<file path="src/hw/rtl/tpqm_pkg.sv">
// Shared constants and register indexes for the touch point qualify and map unit.
`timescale 1ns / 1ps
`default_nettype none
package tpqm_pkg;

  localparam int ADC_BITS  = 12;
  localparam int PROD_W    = 2 * ADC_BITS;
  localparam int SCR_W     = 16;
  localparam int CNT_W     = $clog2(ADC_BITS);
  localparam int CFG_IDX_W = 3;

  localparam logic [SCR_W-1:0]    NO_POINT = 16'hFFFF;
  localparam logic [ADC_BITS-1:0] ADC_MAX  = {ADC_BITS{1'b1}};

  localparam logic OP_QUALIFY = 1'b0;
  localparam logic OP_CLEAR   = 1'b1;

  localparam logic [ADC_BITS-1:0] RST_CAL_LOW  = ADC_BITS'(200);
  localparam logic [ADC_BITS-1:0] RST_CAL_HIGH = ADC_BITS'(3800);
  localparam logic [ADC_BITS-1:0] RST_SCR_X    = ADC_BITS'(239);
  localparam logic [ADC_BITS-1:0] RST_SCR_Y    = ADC_BITS'(319);
  localparam logic [ADC_BITS-1:0] RST_JITTER   = ADC_BITS'(200);

  localparam logic [CFG_IDX_W-1:0] REG_CAL_X_LOW    = 3'd0;
  localparam logic [CFG_IDX_W-1:0] REG_CAL_X_HIGH   = 3'd1;
  localparam logic [CFG_IDX_W-1:0] REG_CAL_Y_LOW    = 3'd2;
  localparam logic [CFG_IDX_W-1:0] REG_CAL_Y_HIGH   = 3'd3;
  localparam logic [CFG_IDX_W-1:0] REG_SCREEN_X_TOP = 3'd4;
  localparam logic [CFG_IDX_W-1:0] REG_SCREEN_Y_TOP = 3'd5;
  localparam logic [CFG_IDX_W-1:0] REG_JITTER_LIMIT = 3'd6;

endpackage
`default_nettype wire

</file>
<file path="src/hw/rtl/touch_point_qualify_and_map_unit.sv">
// Top level: qualifies touch samples, tracks extremes and maps points to screen space.
//
// One request is taken at a time. A clear request or a rejected sample goes from
// capture to qualify and then to the result register; a qualified point is captured,
// then qualified and averaged, then for each axis takes a step on the shared 12x12
// multiplier and then on the shared restoring divider, which retires one quotient
// bit a cycle, and at last is loaded into the result register once that is free. An
// axis whose calibration window is empty skips the divider and maps to 0. The result
// register lets the next request be accepted while the previous result is waiting.
`timescale 1ns / 1ps
`default_nettype none
module touch_point_qualify_and_map_unit import tpqm_pkg::*; (
  input  wire                     clk,
  input  wire                     rst_n,
  input  wire                     cfg_we,
  input  wire [CFG_IDX_W-1:0]     cfg_index,
  input  wire [ADC_BITS-1:0]      cfg_wdata,
  input  wire                     in_valid,
  output logic                    in_ready,
  input  wire                     in_op,
  input  wire                     in_down_before_first,
  input  wire [ADC_BITS-1:0]      in_first_x,
  input  wire [ADC_BITS-1:0]      in_first_y,
  input  wire                     in_down_before_second,
  input  wire [ADC_BITS-1:0]      in_second_x,
  input  wire [ADC_BITS-1:0]      in_second_y,
  output logic                    out_valid,
  input  wire                     out_ready,
  output logic                    out_touched,
  output logic [SCR_W-1:0]        out_screen_x,
  output logic [SCR_W-1:0]        out_screen_y,
  output logic [ADC_BITS-1:0]     out_raw_x_last,
  output logic [ADC_BITS-1:0]     out_raw_y_last,
  output logic [ADC_BITS-1:0]     out_seen_x_min,
  output logic [ADC_BITS-1:0]     out_seen_x_max,
  output logic [ADC_BITS-1:0]     out_seen_y_min,
  output logic [ADC_BITS-1:0]     out_seen_y_max
);

  localparam logic [2:0] S_IDLE = 3'd0;
  localparam logic [2:0] S_QUAL = 3'd1;
  localparam logic [2:0] S_MUL  = 3'd2;
  localparam logic [2:0] S_DIV  = 3'd3;
  localparam logic [2:0] S_FIN  = 3'd4;

  logic [2:0] state_r;

  logic [ADC_BITS-1:0] cal_x_low_r, cal_x_high_r, cal_y_low_r, cal_y_high_r;
  logic [ADC_BITS-1:0] screen_x_top_r, screen_y_top_r, jitter_limit_r;

  logic [ADC_BITS-1:0] last_x_r, last_y_r;
  logic [ADC_BITS-1:0] min_x_r, max_x_r, min_y_r, max_y_r;

  logic                op_r, d1_r, d2_r;
  logic [ADC_BITS-1:0] x1_r, y1_r, x2_r, y2_r;
  logic [ADC_BITS-1:0] ax_r, ay_r;
  logic                touched_r;
  logic [SCR_W-1:0]    qx_r, qy_r;
  logic                axis_r;
  logic [PROD_W-1:0]   acc_r;
  logic [ADC_BITS-1:0] den_r;
  logic [CNT_W-1:0]    cnt_r;
  logic                out_valid_r;
  logic                res_load;

  // qualify
  logic [ADC_BITS-1:0] dx, dy;
  logic [ADC_BITS:0]   sum_x, sum_y;
  logic [ADC_BITS-1:0] avg_x, avg_y;
  logic                qual_ok;

  always_comb begin
    dx      = (x1_r > x2_r) ? (x1_r - x2_r) : (x2_r - x1_r);
    dy      = (y1_r > y2_r) ? (y1_r - y2_r) : (y2_r - y1_r);
    sum_x   = {1'b0, x1_r} + {1'b0, x2_r};
    sum_y   = {1'b0, y1_r} + {1'b0, y2_r};
    avg_x   = sum_x[ADC_BITS:1];
    avg_y   = sum_y[ADC_BITS:1];
    qual_ok = d1_r && d2_r && (dx <= jitter_limit_r) && (dy <= jitter_limit_r);
  end

  // shared multiplier stage operands
  logic [ADC_BITS-1:0] m_v, m_lo, m_hi, m_top, m_clamp;
  logic                win_ok;

  always_comb begin
    m_v     = axis_r ? ay_r : ax_r;
    m_lo    = axis_r ? cal_y_low_r : cal_x_low_r;
    m_hi    = axis_r ? cal_y_high_r : cal_x_high_r;
    m_top   = axis_r ? screen_y_top_r : screen_x_top_r;
    win_ok  = m_hi > m_lo;
    m_clamp = (m_v < m_lo) ? m_lo : ((m_v > m_hi) ? m_hi : m_v);
  end

  // shared restoring divider step
  logic [ADC_BITS:0]   div_try;
  logic                div_bit;
  logic [ADC_BITS-1:0] div_rem;
  logic [PROD_W-1:0]   acc_nxt;

  always_comb begin
    div_try = {acc_r[PROD_W-1:ADC_BITS], acc_r[ADC_BITS-1]};
    div_bit = div_try >= {1'b0, den_r};
    div_rem = div_bit ? ADC_BITS'(div_try - {1'b0, den_r}) : div_try[ADC_BITS-1:0];
    acc_nxt = {div_rem, acc_r[ADC_BITS-2:0], div_bit};
  end

  assign in_ready  = (state_r == S_IDLE);
  assign out_valid = out_valid_r;
  assign res_load  = (state_r == S_FIN) && (!out_valid_r || out_ready);

  always_ff @(posedge clk) begin
    if (!rst_n) begin
      cal_x_low_r    <= RST_CAL_LOW;
      cal_x_high_r   <= RST_CAL_HIGH;
      cal_y_low_r    <= RST_CAL_LOW;
      cal_y_high_r   <= RST_CAL_HIGH;
      screen_x_top_r <= RST_SCR_X;
      screen_y_top_r <= RST_SCR_Y;
      jitter_limit_r <= RST_JITTER;
    end else if (cfg_we) begin
      case (cfg_index)
        REG_CAL_X_LOW:    cal_x_low_r    <= cfg_wdata;
        REG_CAL_X_HIGH:   cal_x_high_r   <= cfg_wdata;
        REG_CAL_Y_LOW:    cal_y_low_r    <= cfg_wdata;
        REG_CAL_Y_HIGH:   cal_y_high_r   <= cfg_wdata;
        REG_SCREEN_X_TOP: screen_x_top_r <= cfg_wdata;
        REG_SCREEN_Y_TOP: screen_y_top_r <= cfg_wdata;
        REG_JITTER_LIMIT: jitter_limit_r <= cfg_wdata;
        default: ;
      endcase
    end
  end

  always_ff @(posedge clk) begin
    if (!rst_n) begin
      state_r     <= S_IDLE;
      out_valid_r <= 1'b0;
      axis_r      <= 1'b0;
      cnt_r       <= '0;
      last_x_r    <= '0;
      last_y_r    <= '0;
      min_x_r     <= ADC_MAX;
      max_x_r     <= '0;
      min_y_r     <= ADC_MAX;
      max_y_r     <= '0;
    end else begin
      if (res_load) begin
        out_valid_r <= 1'b1;
      end else if (out_ready) begin
        out_valid_r <= 1'b0;
      end
      case (state_r)
        S_IDLE: begin
          if (in_valid) begin
            op_r    <= in_op;
            d1_r    <= in_down_before_first;
            d2_r    <= in_down_before_second;
            x1_r    <= in_first_x;
            y1_r    <= in_first_y;
            x2_r    <= in_second_x;
            y2_r    <= in_second_y;
            state_r <= S_QUAL;
          end
        end
        S_QUAL: begin
          axis_r <= 1'b0;
          qx_r   <= NO_POINT;
          qy_r   <= NO_POINT;
          if (op_r == OP_CLEAR) begin
            min_x_r   <= ADC_MAX;
            max_x_r   <= '0;
            min_y_r   <= ADC_MAX;
            max_y_r   <= '0;
            touched_r <= 1'b0;
            state_r   <= S_FIN;
          end else if (qual_ok) begin
            ax_r      <= avg_x;
            ay_r      <= avg_y;
            last_x_r  <= avg_x;
            last_y_r  <= avg_y;
            if (avg_x < min_x_r) min_x_r <= avg_x;
            if (avg_x > max_x_r) max_x_r <= avg_x;
            if (avg_y < min_y_r) min_y_r <= avg_y;
            if (avg_y > max_y_r) max_y_r <= avg_y;
            touched_r <= 1'b1;
            state_r   <= S_MUL;
          end else begin
            touched_r <= 1'b0;
            state_r   <= S_FIN;
          end
        end
        S_MUL: begin
          acc_r <= PROD_W'(m_clamp - m_lo) * PROD_W'(m_top);
          den_r <= m_hi - m_lo;
          cnt_r <= '0;
          if (win_ok) begin
            state_r <= S_DIV;
          end else if (!axis_r) begin
            qx_r   <= '0;
            axis_r <= 1'b1;
          end else begin
            qy_r    <= '0;
            state_r <= S_FIN;
          end
        end
        S_DIV: begin
          acc_r <= acc_nxt;
          cnt_r <= cnt_r + 1'b1;
          if (cnt_r == CNT_W'(ADC_BITS - 1)) begin
            if (!axis_r) begin
              qx_r    <= {{(SCR_W-ADC_BITS){1'b0}}, acc_nxt[ADC_BITS-1:0]};
              axis_r  <= 1'b1;
              state_r <= S_MUL;
            end else begin
              qy_r    <= {{(SCR_W-ADC_BITS){1'b0}}, acc_nxt[ADC_BITS-1:0]};
              state_r <= S_FIN;
            end
          end
        end
        S_FIN: begin
          if (res_load) begin
            state_r <= S_IDLE;
          end
        end
        default: state_r <= S_IDLE;
      endcase
    end
  end

  // result register
  always_ff @(posedge clk) begin
    if (res_load) begin
      out_touched    <= touched_r;
      out_screen_x   <= qx_r;
      out_screen_y   <= qy_r;
      out_raw_x_last <= last_x_r;
      out_raw_y_last <= last_y_r;
      out_seen_x_min <= min_x_r;
      out_seen_x_max <= max_x_r;
      out_seen_y_min <= min_y_r;
      out_seen_y_max <= max_y_r;
    end
  end

endmodule
`default_nettype wire

</file>
<file path="config.mk">
export PLATFORM = sky130hd
export DESIGN_NAME = touch_point_qualify_and_map_unit
export DESIGN_NICKNAME = d
export VERILOG_FILES = /design/src/hw/rtl/tpqm_pkg.sv /design/src/hw/rtl/touch_point_qualify_and_map_unit.sv
export SDC_FILE = /design/constraint.sdc
export NUM_CORES = 1
export LEC_CHECK = 0
export ABC_AREA = 1
export BUFFER_PORTS_ARGS = -buffer_cell sky130_fd_sc_hd__buf_2
export CAP_MARGIN = 10
export CORE_MARGIN = 2
export CORE_UTILIZATION = 45
export DETAILED_ROUTE_END_ITERATION = 12
export PLACE_DENSITY_LB_ADDON = 0.15
export SYNTH_ARGS = -nofsm -noshare
export SYNTH_HDL_FRONTEND = slang
export SYNTH_SLANG_ARGS = --single-unit
</file>
<file path="constraint.sdc">
create_clock -name clk -period 13.7 [get_ports clk]
set_input_delay 2.74 -clock clk [delete_from_list [all_inputs] [get_ports clk]]
set_output_delay 2.74 -clock clk [all_outputs]
set_load 0.005 [all_outputs]
</file>
==> qor_table.md <==
| Item | Value |
|:---|:---|
| Number of routed nets with antenna violations | 0 |
| Reg-to-Reg End | acc_r[22]$_DFFE_PP_ |
| Endpoint, Worst Hold | out_screen_x[5]$_DFFE_PP_ |
| Number of remaining DRC errors | 0 |
| Max-cap viol count | 0 |
| Post-synth net total | 3948 |
| Type of element capturing the critical path | register |
| Leading area contributor after synthesis | edfxtp_1 |
| Final hold violation count | 0 |
| Syn Inst Count | 3472 |
| FF-to-FF Start | axis_r$_SDFFE_PN0P_ |
| Top_reg_cell synth | edfxtp_1 |
| Data required, critical path | 14050 ps |
| Post-CTS Setup Inserts | 0 |
| Number of hold buffers added after CTS | 0 |
| Slowest stage cell on the critical path | dfxtp_2 |
| Fraction of the core area covered by cells at the end of the flow | 50.42% |
| Sink Count | 402 |
| Die width | 256.1 um |
| Peak Freq | 102.4 MHz |
| Worst slew margin | 17.81% |
| Setup repair after global routing missed its margin | false |
| Via count of the first global-routing pass | 21.86k |
| Layout overhead on the synthesized area | 10.96% |
| Depth of the most critical reg-to-reg path | 38 |
| Die span in y | 256.1 um |
| Crit share post-route | 71.28% |
| Wire length of the first global-routing pass | 121100 um |
| Detailed-route wire length per cell | 17.26 um |
| Status | finished clean |
| Number of unique standard cell types used by synthesis | 54 |
| Placement row count | 92 |
| Number of flops mapped to enable cells by yosys | 237 |
| Final GP Congestion | 0.9084 |
| Final net count | 4090 |
| Insertion delay to the later sink of the worst-skew pair | 600 ps |
| Synth warnings | 0 |
| Leading cell types by total area after synthesis | edfxtp_1, dfxtp_1, ha_1 |
| Die area | 65610 sq um |
| DP HPWL | 60540 um |
| Arrival time at the worst endpoint | 10110 ps |
| GRT Total Usage | 23.34% |
| Worst Setup Start Kind | register |
| Actual slew at the worst max-slew pin | 1220 ps |
| Number of vias per cell | 5.081 |
| Worst Skew | 17.58 ps |
| Core footprint | 62970 sq um |
| Antenna diodes | 0 |
| Clock-pin transition on the worst setup and hold timing paths | 60 ps |
| Worst Path Max Fanout | 25 |
| Overall via count from detail_route | 22.84k |
| Register-to-register setup slack | 3930 ps |
| Total Negative Setup Slacks | 0 ps |
| Buffer levels on the longest clock path | 3 |
| Crit-path max cell delay | 600 ps |
| Total number of H-tree levels | 2 |
| I/O pin count | 178 |
| Class of the most critical setup path | register to register |
| Area share of the leading cell type in the synthesized netlist | 24.88% |
| Summed instance area of the synthesized netlist | 28610 sq um |
| Type of the tightest min-delay check | register to register |
| Count of port buffers added during placement | 177 |
| Final setup violation count | 0 |
| DRT iter0 DRCs | 1570 |
| Library cell used as clock root buffer | clkbuf_16 |
| Initial antenna violation count | 0 |
| Num CTS Buffers | 45 |
| Largest net degree at the start of global routing | 88 |
| Aggregate global routing overflow | 0 |
| Starting Density | 45.44% |
| Final critical path time including I/O delays and setup | 9765 ps |
| Worst hold path cell count | 0 |
| Max-slew violation count | 0 |
| Ys async rst share | 0% |
| Mean post-synth cell area | 8.240 sq um |
| Share of synthesized area occupied by flip-flops and latches | 36.42% |
| Number of cells upsized or downsized after cts | 0 |
| TritonCTS clock tree | yes |
| Wire length after detailed routing | 77580 um |
| Register bit total from synthesis | 402 |
| Startpoint of the most critical hold path | qx_r[5]$_DFFE_PP_ |
| Number of detailed-routing iterations run before antenna repair | 6 |
| Proportion of layout cells with a drive suffix above 1 | 9.151% |
kinds of logic (layout without fill, tap and decap cells):
logic type	after synthesis	after routing	synth area share, %
muxes	11	11	0.3980
AOI/OAI and AO/OA	479	479	9.088
and+or+nand+nor	1390	1390	20.34
xor gates and xnor gates	74	74	2.266
buffers and inverters	711	889	9.862
adders and majority gates	405	405	21.62
DFF	402	402	36.42
worst max path at each step:
stage | startpoint | to | slack [ps]
6_report | axis_r$_SDFFE_PN0P_ | acc_r[22]$_DFFE_PP_ | 3930
5_1_grt | axis_r$_SDFFE_PN0P_ | acc_r[22]$_DFFE_PP_ | 3010
2_1_floorplan | out_ready | out_raw_x_last[0]$_DFFE_PP_ | 720
3_3_place_gp | axis_r$_SDFFE_PN0P_ | acc_r[22]$_DFFE_PP_ | 4020
4_1_cts | axis_r$_SDFFE_PN0P_ | acc_r[22]$_DFFE_PP_ | 3940
3_5_place_dp | axis_r$_SDFFE_PN0P_ | acc_r[22]$_DFFE_PP_ | 3960
metal layers:
layer | part of all wire (%) | GRT usage (%)
met1 | 43 | 30.30
met2 | 49 | 40.42
met3 | 4.7 | 2.911
met4 | 3.1 | 7.456
met5 | 0 | 0
cell usage after synthesis, types with 10 or more instances:
master	count
nor3_1	16
o21ai_1	12
xnor2_1	21
clkbuf_1	48
ha_1	256
nand4_1	79
o211ai_1	15
nor2_1	344
dfxtp_1	165
o21ai_0	196
nand2_1	740
xor2_1	53
o21bai_1	10
buf_4	21
buf_2	35
fa_1	149
edfxtp_1	237
nand3_1	158
a21o_1	14
inv_1	586
mux2i_1	10
or2_2	16
a21oi_1	195
worst max-delay path: cells and delay by family (launching register included):
family	cells	cell delay [ps]
AOI/OAI and AO/OA	7	1100
buffers and inverters	8	1300
and+or+nand+nor	14	2630
DFF	1	600
adders and majority gates	9	3850
sequential cells by signal, summed over array words and instances, names as in the netlist, 13 cells and up:
register,flops
out_screen_y,13
qx_r,13
acc_r,24
out_screen_x,13
qy_r,13
area by class of cell:
type                       count  area [sq um]
timing repair buffer         208          1121
clock inverter                24         299.0
multi-input combinational   2359         15390
fill                        6240         31220
tap                          846          1059
sequential                   402         10420
clock buffer                  59          1209
inverter                     598          2245
metrics by stage:
| stage | hold WS [ps] | worst slack [ps] | instance area (sq um) | instances |
|---|---|---|---|---|
| 6_report | 417.5 | 3935 | 31740 | 4496 |
| 5_1_grt | 427.0 | 3012 | 31740 | 4496 |
| 4_1_cts | 419.0 | 3938 | 31740 | 4496 |
| 3_5_place_dp | 404.5 | 3957 | 30240 | 4413 |
| 3_3_place_gp | 400.7 | 4022 | 30240 | 4413 |
| 2_1_floorplan | 400.3 | 716.0 | 28610 | 3472 |
cells in the final DEF (no fill, tap or decap), drive strengths merged, types with 11 or more instances in the layout:
cell type,instances
nand2,750
inv,597
nor2,346
ha,256
edfxtp,237
o21ai,212
buf,208
a21oi,197
dfxtp,165
nand3,163
fa,149
nand4,80
clkbuf,59
xor2,53
or2,22
xnor2,21
clkinv,19
nor3,18
o211ai,15
a21o,14
mux2i,11
Power is not shown: default switching activity piles up to over one toggle a cycle in this logic, so the estimate is an artifact.
